File: config.mk
export PLATFORM = sky130hd
export DESIGN_NAME = wavetable_oscillator_interp_flat
export DESIGN_NICKNAME = d
export VERILOG_FILES = /design/src/hdl/wto_pkg.sv /design/src/hdl/wto_if.sv /design/src/hdl/wavetable_oscillator_interp.sv /design/src/flat_wrapper.sv
export SDC_FILE = /design/constraint.sdc
export NUM_CORES = 2
export LEC_CHECK = 0
export BUFFER_PORTS_ARGS = -buffer_cell sky130_fd_sc_hd__buf_4
export CAP_MARGIN = 0
export CORE_MARGIN = 5
export CORE_UTILIZATION = 55
export CTS_CLUSTER_DIAMETER = 60
export DETAILED_ROUTE_END_ITERATION = 8
export GPL_TIMING_DRIVEN = 0
export HOLD_SLACK_MARGIN = 0.12
export PLACE_DENSITY = 0.71
export SLEW_MARGIN = 20
export SYNTH_ARGS = -nofsm -noshare
export SYNTH_HDL_FRONTEND = slang
export SYNTH_SLANG_ARGS = --single-unit
File: constraint.sdc
create_clock -name clock -period 10.3 [get_ports clock]
set_input_delay 2.575 -clock clock [delete_from_list [all_inputs] [get_ports clock]]
set_output_delay 2.575 -clock clock [all_outputs]
set_load 0.02 [all_outputs]
File: src/hdl/wto_pkg.sv
package wto_pkg;

   localparam int TABLE_DEPTH  = 64;
   localparam int SAMPLE_WIDTH = 16;
   localparam int PHASE_BITS   = 32;
   localparam int FRAC_BITS    = 10;

   localparam int ADDR_BITS        = $clog2(TABLE_DEPTH);
   localparam int ACTION_BITS      = 2;
   localparam int INDEX_BITS       = 6;
   localparam int PHASE_FIELD_BITS = 32;
   localparam int STEP_BITS        = 32;

   // (b - a) is one bit wider than a sample, the fraction gets a sign bit
   localparam int PROD_BITS  = SAMPLE_WIDTH + FRAC_BITS + 2;
   localparam int ROUND_HALF = 1 << (FRAC_BITS - 1);

   typedef enum logic [ACTION_BITS-1:0] {
      ACT_LOAD   = 2'd0,
      ACT_PHASE  = 2'd1,
      ACT_SAMPLE = 2'd2
   } action_type;

endpackage

File: src/hdl/wto_if.sv
interface wto_req_if import wto_pkg::*; ();
   logic                               valid;
   logic                               ready;
   logic        [ACTION_BITS-1:0]      action;
   logic        [INDEX_BITS-1:0]       table_index;
   logic signed [SAMPLE_WIDTH-1:0]     table_value;
   logic        [PHASE_FIELD_BITS-1:0] phase_value;
   logic signed [STEP_BITS-1:0]        phase_step;

   modport source (output valid, action, table_index, table_value, phase_value, phase_step,
                   input ready);
   modport sink   (input valid, action, table_index, table_value, phase_value, phase_step,
                   output ready);
endinterface

interface wto_rsp_if import wto_pkg::*; ();
   logic                           valid;
   logic                           ready;
   logic signed [SAMPLE_WIDTH-1:0] sample;

   modport source (output valid, sample, input ready);
   modport sink   (input valid, sample, output ready);
endinterface

File: src/hdl/wavetable_oscillator_interp.sv
// A sample word passes the stage 1 read, stage 2 product and output registers.
// Throughput: one request word per cycle while rsp_bus is ready; table reads come
// from a dual-read-port table memory, the phase update is a single add per cycle.
// Load and set-phase words produce no response.
// Reset clears the phase accumulator and all pipeline valids; the wave table is
// undefined until loaded and needs no clearing pass.
module wavetable_oscillator_interp import wto_pkg::*; (
   input  logic      clock,
   input  logic      reset,
   wto_req_if.sink   req_bus,
   wto_rsp_if.source rsp_bus
);

   logic signed [SAMPLE_WIDTH-1:0] wave_mem [TABLE_DEPTH];

   logic [PHASE_BITS-1:0] phase_ff, phase_in;
   logic                  req_accept, load_acc, sample_acc;

   logic                           s1_valid_ff;
   logic signed [SAMPLE_WIDTH-1:0] rd_lo_ff, rd_hi_ff;
   logic        [FRAC_BITS-1:0]    frac_ff;

   logic                           s2_valid_ff;
   logic signed [PROD_BITS-1:0]    prod_ff, prod_in;
   logic signed [SAMPLE_WIDTH-1:0] base_ff;

   logic                           rsp_valid_ff;
   logic signed [SAMPLE_WIDTH-1:0] sample_ff, sample_in;

   logic out_free, s2_free, s1_free;

   logic [ADDR_BITS-1:0]        lo_addr, hi_addr;
   logic [FRAC_BITS-1:0]        frac_in;
   logic signed [SAMPLE_WIDTH:0] diff;
   logic signed [FRAC_BITS:0]    frac_ext;
   logic signed [PROD_BITS-1:0]  rounded;

   // each stage moves when the one after it is empty or moving
   assign out_free = !rsp_valid_ff || rsp_bus.ready;
   assign s2_free  = !s2_valid_ff || out_free;
   assign s1_free  = !s1_valid_ff || s2_free;

   assign req_bus.ready = s1_free;
   assign req_accept    = req_bus.valid && s1_free;

   always_comb begin
      load_acc   = 1'b0;
      sample_acc = 1'b0;
      phase_in   = phase_ff;
      if (req_accept) begin
         unique case (req_bus.action)
            ACT_LOAD: begin
               load_acc = 1'b1;
            end
            ACT_PHASE: begin
               phase_in = PHASE_BITS'(req_bus.phase_value);
            end
            ACT_SAMPLE: begin
               sample_acc = 1'b1;
               phase_in   = phase_ff + PHASE_BITS'(req_bus.phase_step);
            end
            default: begin
               phase_in = phase_ff;
            end
         endcase
      end
   end

   always_ff @(posedge clock) begin
      if (reset) begin
         phase_ff <= '0;
      end else begin
         phase_ff <= phase_in;
      end
   end

   // top bits pick the entry, the bits just below give the blend fraction
   assign lo_addr = phase_ff[PHASE_BITS-1 -: ADDR_BITS];
   assign hi_addr = lo_addr + ADDR_BITS'(1);
   assign frac_in = phase_ff[PHASE_BITS-ADDR_BITS-1 -: FRAC_BITS];

   always_ff @(posedge clock) begin
      if (load_acc) begin
         wave_mem[ADDR_BITS'(req_bus.table_index)] <= req_bus.table_value;
      end
   end

   // hold the read data while stage 1 is stalled
   always_ff @(posedge clock) begin
      if (s1_free) begin
         rd_lo_ff <= wave_mem[lo_addr];
         rd_hi_ff <= wave_mem[hi_addr];
         frac_ff  <= frac_in;
      end
   end

   always_ff @(posedge clock) begin
      if (reset) begin
         s1_valid_ff <= 1'b0;
      end else if (s1_free) begin
         s1_valid_ff <= sample_acc;
      end
   end

   assign diff     = {rd_hi_ff[SAMPLE_WIDTH-1], rd_hi_ff} - {rd_lo_ff[SAMPLE_WIDTH-1], rd_lo_ff};
   assign frac_ext = signed'({1'b0, frac_ff});
   assign prod_in  = PROD_BITS'(diff) * PROD_BITS'(frac_ext);

   always_ff @(posedge clock) begin
      if (s2_free) begin
         prod_ff <= prod_in;
         base_ff <= rd_lo_ff;
      end
   end

   always_ff @(posedge clock) begin
      if (reset) begin
         s2_valid_ff <= 1'b0;
      end else if (s2_free) begin
         s2_valid_ff <= s1_valid_ff;
      end
   end

   // round half up, then add to the lower entry; the sum stays between both entries
   assign rounded   = (prod_ff + PROD_BITS'(ROUND_HALF)) >>> FRAC_BITS;
   assign sample_in = base_ff + rounded[SAMPLE_WIDTH-1:0];

   always_ff @(posedge clock) begin
      if (out_free) begin
         sample_ff <= sample_in;
      end
   end

   always_ff @(posedge clock) begin
      if (reset) begin
         rsp_valid_ff <= 1'b0;
      end else if (out_free) begin
         rsp_valid_ff <= s2_valid_ff;
      end
   end

   assign rsp_bus.valid  = rsp_valid_ff;
   assign rsp_bus.sample = sample_ff;

   a_sample_enters_pipe: assert property (@(posedge clock) disable iff (reset)
      sample_acc |=> s1_valid_ff)
      else $error("accepted sample word did not enter stage 1");

   a_phase_steps: assert property (@(posedge clock) disable iff (reset)
      sample_acc |=> phase_ff == $past(phase_ff + PHASE_BITS'(req_bus.phase_step)))
      else $error("phase did not advance by the step after a sample word");

   a_stage2_holds: assert property (@(posedge clock) disable iff (reset)
      s2_valid_ff && !out_free |=> s2_valid_ff && $stable(prod_ff) && $stable(base_ff))
      else $error("stage 2 lost its word while the output was stalled");

   a_no_accept_when_full: assert property (@(posedge clock) disable iff (reset)
      s1_valid_ff && s2_valid_ff && rsp_valid_ff && !rsp_bus.ready |-> !req_bus.ready)
      else $error("request taken while the whole pipeline was stalled");

endmodule

File: src/flat_wrapper.sv
// flat-port wrapper written by rule: the top's interface ports become plain ports
module wavetable_oscillator_interp_flat import wto_pkg::*;
  (clock, reset, req_bus_valid, req_bus_action, req_bus_table_index, req_bus_table_value, req_bus_phase_value, req_bus_phase_step, req_bus_ready, rsp_bus_valid, rsp_bus_sample, rsp_bus_ready);
  wto_req_if req_bus_i ();
  wto_rsp_if rsp_bus_i ();
  input  logic clock;
  input  logic reset;
  input wire logic [$bits(req_bus_i.valid)-1:0] req_bus_valid;
  input wire logic [$bits(req_bus_i.action)-1:0] req_bus_action;
  input wire logic [$bits(req_bus_i.table_index)-1:0] req_bus_table_index;
  input wire logic [$bits(req_bus_i.table_value)-1:0] req_bus_table_value;
  input wire logic [$bits(req_bus_i.phase_value)-1:0] req_bus_phase_value;
  input wire logic [$bits(req_bus_i.phase_step)-1:0] req_bus_phase_step;
  output wire logic [$bits(req_bus_i.ready)-1:0] req_bus_ready;
  output wire logic [$bits(rsp_bus_i.valid)-1:0] rsp_bus_valid;
  output wire logic [$bits(rsp_bus_i.sample)-1:0] rsp_bus_sample;
  input wire logic [$bits(rsp_bus_i.ready)-1:0] rsp_bus_ready;
  assign req_bus_i.valid = req_bus_valid;
  assign req_bus_i.action = req_bus_action;
  assign req_bus_i.table_index = req_bus_table_index;
  assign req_bus_i.table_value = req_bus_table_value;
  assign req_bus_i.phase_value = req_bus_phase_value;
  assign req_bus_i.phase_step = req_bus_phase_step;
  assign req_bus_ready = req_bus_i.ready;
  assign rsp_bus_valid = rsp_bus_i.valid;
  assign rsp_bus_sample = rsp_bus_i.sample;
  assign rsp_bus_i.ready = rsp_bus_ready;
  wavetable_oscillator_interp u_core (.clock(clock), .reset(reset), .req_bus(req_bus_i), .rsp_bus(rsp_bus_i));
endmodule
; Word level (Yosys, flattened, before mapping)
; Memory sizes are Yosys's and may differ from the RTL's. A register that Yosys moved wholly into a read port is not among the register bits.
; Index checks and enable logic that the tools add are counted.
[classes]
n_mux = 7
eq_ne = 2
n_reduce_logical = 10
n_mul = 1
n_addsub = 5
[op_table]
columns = cell, n
row1 = $pmux 32 s2, 1
row2 = $add 32x32->32, 1
row3 = $add 26x11->26 const B, 1
row4 = $mul 17x11->26, 1
row5 = $sub 16x16->17, 1
row6 = $add 16x16->16, 1
row7 = $add 6x1->6 const B, 1
row8 = $mux 1, 6
row9 = $logic_not 1->1, 3
row10 = $logic_or 1x1->1, 3
row11 = $eq 2x1->1 const B, 1
row12 = $eq 2x2->1 const B, 1
row13 = $logic_not 2->1, 1
row14 = $reduce_and 2->1, 1
row15 = $reduce_bool 2->1, 1
row16 = $logic_and 1x1->1, 1
[totals]
out_inout_bits = 18
ramBits = 1024
n_memories = 1
register_bits = 103
word_cells = 34
[memory_table]
columns = name, depth, width, rd, rd_clocked_by_memory_dff, write_ports, line_no
row1 = u_core.wave_mem, 64, 16, 2, 2, 1, wavetable_oscillator_interp.sv:14  ; logic signed [SAMPLE_WIDTH-1:0] wave_mem [TABLE_DEPTH];

; Logic depth before layout (Yosys ltp)
[depth]
ltp_word = 8
mapped_depth = 30
ltp_nobuf = 30

; Worst setup path before layout
; No wires, ideal clock.
[synth_path]
path_kind = reg-to-reg
from = register u_core.rd_hi_ff[2] (read register of u_core.wave_mem)
to = register u_core.prod_ff[25], data pin
path_buffers = 0
arrival_ns = 6.715
path_stages_with_launch = 26
path_slack_ns = 3.328
cell_sequence = edfxtp_1 -> ha_1 -> nor2b_1 -> o21ai_1 -> a21oi_1 -> nor4b_1 -> nor3_1 -> o311a_1 -> o22ai_1 -> nand2_1 -> fa_1 -> inv_1 -> fa_1 -> fa_1 -> fa_1 -> fa_1 -> ha_1 -> a21o_1 -> a21oi_1 -> nor2b_1 -> o21ai_0 -> nand2b_1 -> a221o_1 -> o31a_1 -> xnor2_1 -> xnor2_1
[synth_via]
elab_chain_len = 2
[synth_rtl]
columns = item, line_no
row1 = from (decl), wavetable_oscillator_interp.sv:20  ; logic signed [SAMPLE_WIDTH-1:0] rd_lo_ff, rd_hi_ff;
row2 = $sub 16x16->17, wavetable_oscillator_interp.sv:105  ; assign diff = {rd_hi_ff[SAMPLE_WIDTH-1], rd_hi_ff} - {rd_lo_ff[SAMPLE_WIDTH-1], rd_lo_ff};
row3 = $mul 17x11->26, wavetable_oscillator_interp.sv:107  ; assign prod_in = PROD_BITS'(diff) * PROD_BITS'(frac_ext);
row4 = net u_core.prod_in[25], wavetable_oscillator_interp.sv:24  ; logic signed [PROD_BITS-1:0] prod_ff, prod_in;
row5 = to (signal assigned), wavetable_oscillator_interp.sv:111  ; prod_ff <= prod_in;
row6 = to (decl), wavetable_oscillator_interp.sv:24
; The timed path passes the listed nets, and every way through them passes these cells.
; A chain may end at the register's enable or synchronous reset.

; Worst setup path in the final report
[layout_path]
from = register u_core.rd_lo_ff[0] (read register of u_core.wave_mem)
to = register u_core.prod_ff[25], data pin
[layout_via]
elab_chain_len = 2
[layout_rtl]
columns = item, line_no
row1 = from (decl), wavetable_oscillator_interp.sv:20
row2 = $sub 16x16->17, wavetable_oscillator_interp.sv:105
row3 = $mul 17x11->26, wavetable_oscillator_interp.sv:107
row4 = net u_core.prod_in[25], wavetable_oscillator_interp.sv:24
; The timed path passes the listed nets, and every way through them passes these cells.

==> impl_metrics.env <==
export IMPL_ys_seq_area_share_pct=56.9
export IMPL_postSynthAreaPerCell_um2=18.2
export IMPL_final_nets=3941
export IMPL_route_antenna_remaining_nets=0
export IMPL_post_cts_resized=0
export IMPL_die_w_um=340
export IMPL_cts_inserted_buffers=121
export IMPL_post_cts_repair_setup_buffers=0
export IMPL_synth_net_count=3650
export IMPL_post_route_cells_drive_above_1_share_pct=30.8
export IMPL_port_buffers=103
export IMPL_syn_inst=3292
export IMPL_die_h_um=340
export IMPL_groute_usage_overall_pct=32.9
export IMPL_flow_area_growth_from_synthesis_pct=12.6
export IMPL_worst_pin_slew_ns=1.34
export IMPL_grt_antenna_before_repair=24
export IMPL_synth_seq_cells=1150
export IMPL_num_vias=36400
export IMPL_finalWirelength_um=190000
export IMPL_post_route_cell_area_mm2=0.0676
export IMPL_tritoncts_sink_count=1150
export IMPL_power_density_mw_per_mm2=223
export IMPL_synthesis_area_mm2=0.0601
export IMPL_clock_pin_slew_on_the_worst_setup_and_hold_paths_ns=0.06
export IMPL_top_level_ports=110
export IMPL_final_period_minus_worst_setup_slack_ns=8.27
export IMPL_synth_flop_cell="edfxtp_1"
export IMPL_highest_clock_frequency_the_design_can_meet_mhz=121
export IMPL_worst_ir_drop_vdd_uv=189
export IMPL_start_kind="register"
export IMPL_min_delay_path_class="register to register"
export IMPL_wire_per_inst_um=37.1
export IMPL_most_used_cells_in_the_layout_excluding_fill_and_tap_cells="1,115 x edfxtp_1, 672 x mux4_2, 207 x inv_1, 145 x fa_1, 129 x clkbuf_1"
export IMPL_clock_tree_htree_level_count=3
export IMPL_setup_viol=0
export IMPL_initialDrtViolationCount=5799
export IMPL_clock_latency_ns=0.74
export IMPL_worstSetupEndpointType="register"
export IMPL_grt_pass1_vias=36100
export IMPL_fin_util_pct=62.2
export IMPL_largest_net_degree_at_the_start_of_global_routing=65
export IMPL_cp_arrival_ns=8.68
export IMPL_grt_first_pass_wirelength_um=269000
export IMPL_p_total_mw=15.1
export IMPL_layout_cells_most_common="edfxtp_1"
export IMPL_async_flop_share_pct=0
export IMPL_critPathMaxFanout=10
export IMPL_whs_ns=0.462
export IMPL_timing_hold_violations_final=0
export IMPL_gp_congestion=1.11
export IMPL_timing_worst_setup_path_type="register to register"
export IMPL_place_area_mm2=0.0637
export IMPL_first_pass_iters=9
export IMPL_rsz0062_at_grt="false"
export IMPL_die_area_mm2=0.116
export IMPL_num_rows=121
export IMPL_clock_path_buffers=3
export IMPL_place_hpwl_um=140000
export IMPL_maxSlewHeadroom_pct=10.2
export IMPL_maxCapViolCount=0
export IMPL_worst_path_max_delay_cell="xnor2_1"
export IMPL_cts_root_buf="clkbuf_16"
export IMPL_synth_edff_count=1115
export IMPL_power_leakage_nw=22.4
export IMPL_period_share_pct=80.3
export IMPL_clock_tree_from_tritoncts="done"
export IMPL_synth_warning_count=0
export IMPL_remaining_drc_errors=0
export IMPL_floorplan_initialDensity_pct=55.3
export IMPL_timing_critical_path_required_ns=10.71
export IMPL_worst_stage_delay_on_the_critical_path_ns=0.77
export IMPL_number_of_hold_buffers_added_after_cts=0
export IMPL_cpMostUsedCell="fa_1"
export IMPL_timing_max_transition_violations_final=0
export IMPL_overflow=0
export IMPL_floorplan_core_area_mm2=0.109
export IMPL_yosys_cell_types_count=70
export IMPL_status="completed"
export IMPL_route_detailed_vias_per_inst=7.13
export IMPL_setup_tns_ns=0
export IMPL_timing_clock_skew_ns=0.0740
## power breakdown
part,total (mW),internal (mW),leakage [nW],switching (mW)
registers,5.55,5.44,10.5,0.117
logic,5.25,2.09,10.0,3.16
clock network,4.27,2.40,1.89,1.87
total,15.1,9.93,22.4,5.14
## per-layer routing
layer	wire length (µm)	track usage, %	vias to the layer above
li1	-	-	14000
met1	63600	43.1	18900
met2	86300	50.0	3026
met3	26800	10.8	535
met4	12600	16.7	14
met5	199	0	-
## area by class of cell
type / instances / area (µm²)
Multi-Input combinational cell: 1747 / 24600
Timing Repair Buffer: 168 / 1630
Antenna cell: 15 / 37.5
Fill cell: 7505 / 41100
Buffer: 182 / 717
Clock buffer: 141 / 3170
Sequential cell: 1150 / 34200
Tap cell: 1414 / 1770
Clock inverter: 83 / 736
Inverter: 213 / 800
## state kept, by name (all words and copies together) (netlist names)
register               flops
u_core.base_ff            16
u_core.frac_ff            10
u_core.phase_ff           32
u_core.prod_ff            17
u_core.rd_hi_ff           16
u_core.rd_lo_ff           16
u_core.rsp_bus.sample     16
u_core.rsp_bus.valid       1
u_core.s1_valid_ff         1
u_core.s2_valid_ff         1
u_core.wave_mem         1024
## stage by stage
step | cells | worst slack [ns]
after floorplan | 3292 | 3.33
after global placement | 4809 | 2.03
after detailed placement | 4874 | 2.13
after CTS | 5098 | 2.08
after global routing | 5100 | 1.64
final | 5113 | 2.03
## cells in the mapped netlist, types with 7 or more instances
cell,n,share of area (%)
and2_1,92,0.96
and3_1,17,0.18
xnor2_1,71,1.0
nand4_1,7,0.073
a31oi_1,11,0.11
a21o_1,18,0.22
xor2_1,31,0.45
ha_1,121,2.5
mux2i_1,13,0.22
buf_1,54,0.34
nor2b_1,25,0.26
nand2_1,103,0.64
a21oi_1,66,0.55
o21bai_1,9,0.11
a211oi_1,25,0.31
inv_1,207,1.3
mux4_2,672,25
edfxtp_1,1115,56
fa_1,145,4.8
o21ai_0,12,0.10
or3_1,11,0.11
nand3b_1,8,0.10
nor2_1,144,0.90
nand3_1,29,0.24
o21a_1,11,0.14
clkbuf_1,120,0.75
o21ai_1,16,0.13
nand2b_1,11,0.11
dfxtp_1,35,1.2
nor3_1,18,0.15
buf_2,8,0.067
## worst max-delay path, delay by kind of cell, from the launching register on
family	cells	cell delay, ns
buffers and inverters	1	0.06
and+or+nand+nor	6	1.02
AOI/OAI and AO/OA	8	1.74
adders and majority gates	8	3.60
DFF	1	0.50
xor gates and xnor gates	3	1.07
## kinds of logic (layout without fill, tap and decap cells)
logic type,count (synthesis),in the layout,share of synthesized area [%]
and+or+nand+nor,476,476,3.88
adders and majority gates,266,266,7.35
buffers and inverters,395,787,2.48
DFF,1150,1150,56.9
xor gates and xnor gates,103,103,1.51
muxes,685,685,25.4
other,0,15,0
AOI/OAI and AO/OA,217,217,2.46
## worst paths after layout
path	start	to	slack, ns	depth (start not counted)
hold reg to reg	u_core.phase_ff[25]$_SDFFE_PP0P_	u_core.frac_ff[9]$_DFFE_PN_	0.46	0
setup / recovery	u_core.rd_lo_ff[0]$_DFFE_PN_	u_core.prod_ff[25]$_DFFE_PP_	2.03	26
hold / removal	u_core.phase_ff[25]$_SDFFE_PP0P_	u_core.frac_ff[9]$_DFFE_PN_	0.46	0
setup reg to reg	u_core.rd_lo_ff[0]$_DFFE_PN_	u_core.prod_ff[25]$_DFFE_PP_	2.03	26
Note: power is estimated with default switching activity, not from simulation.
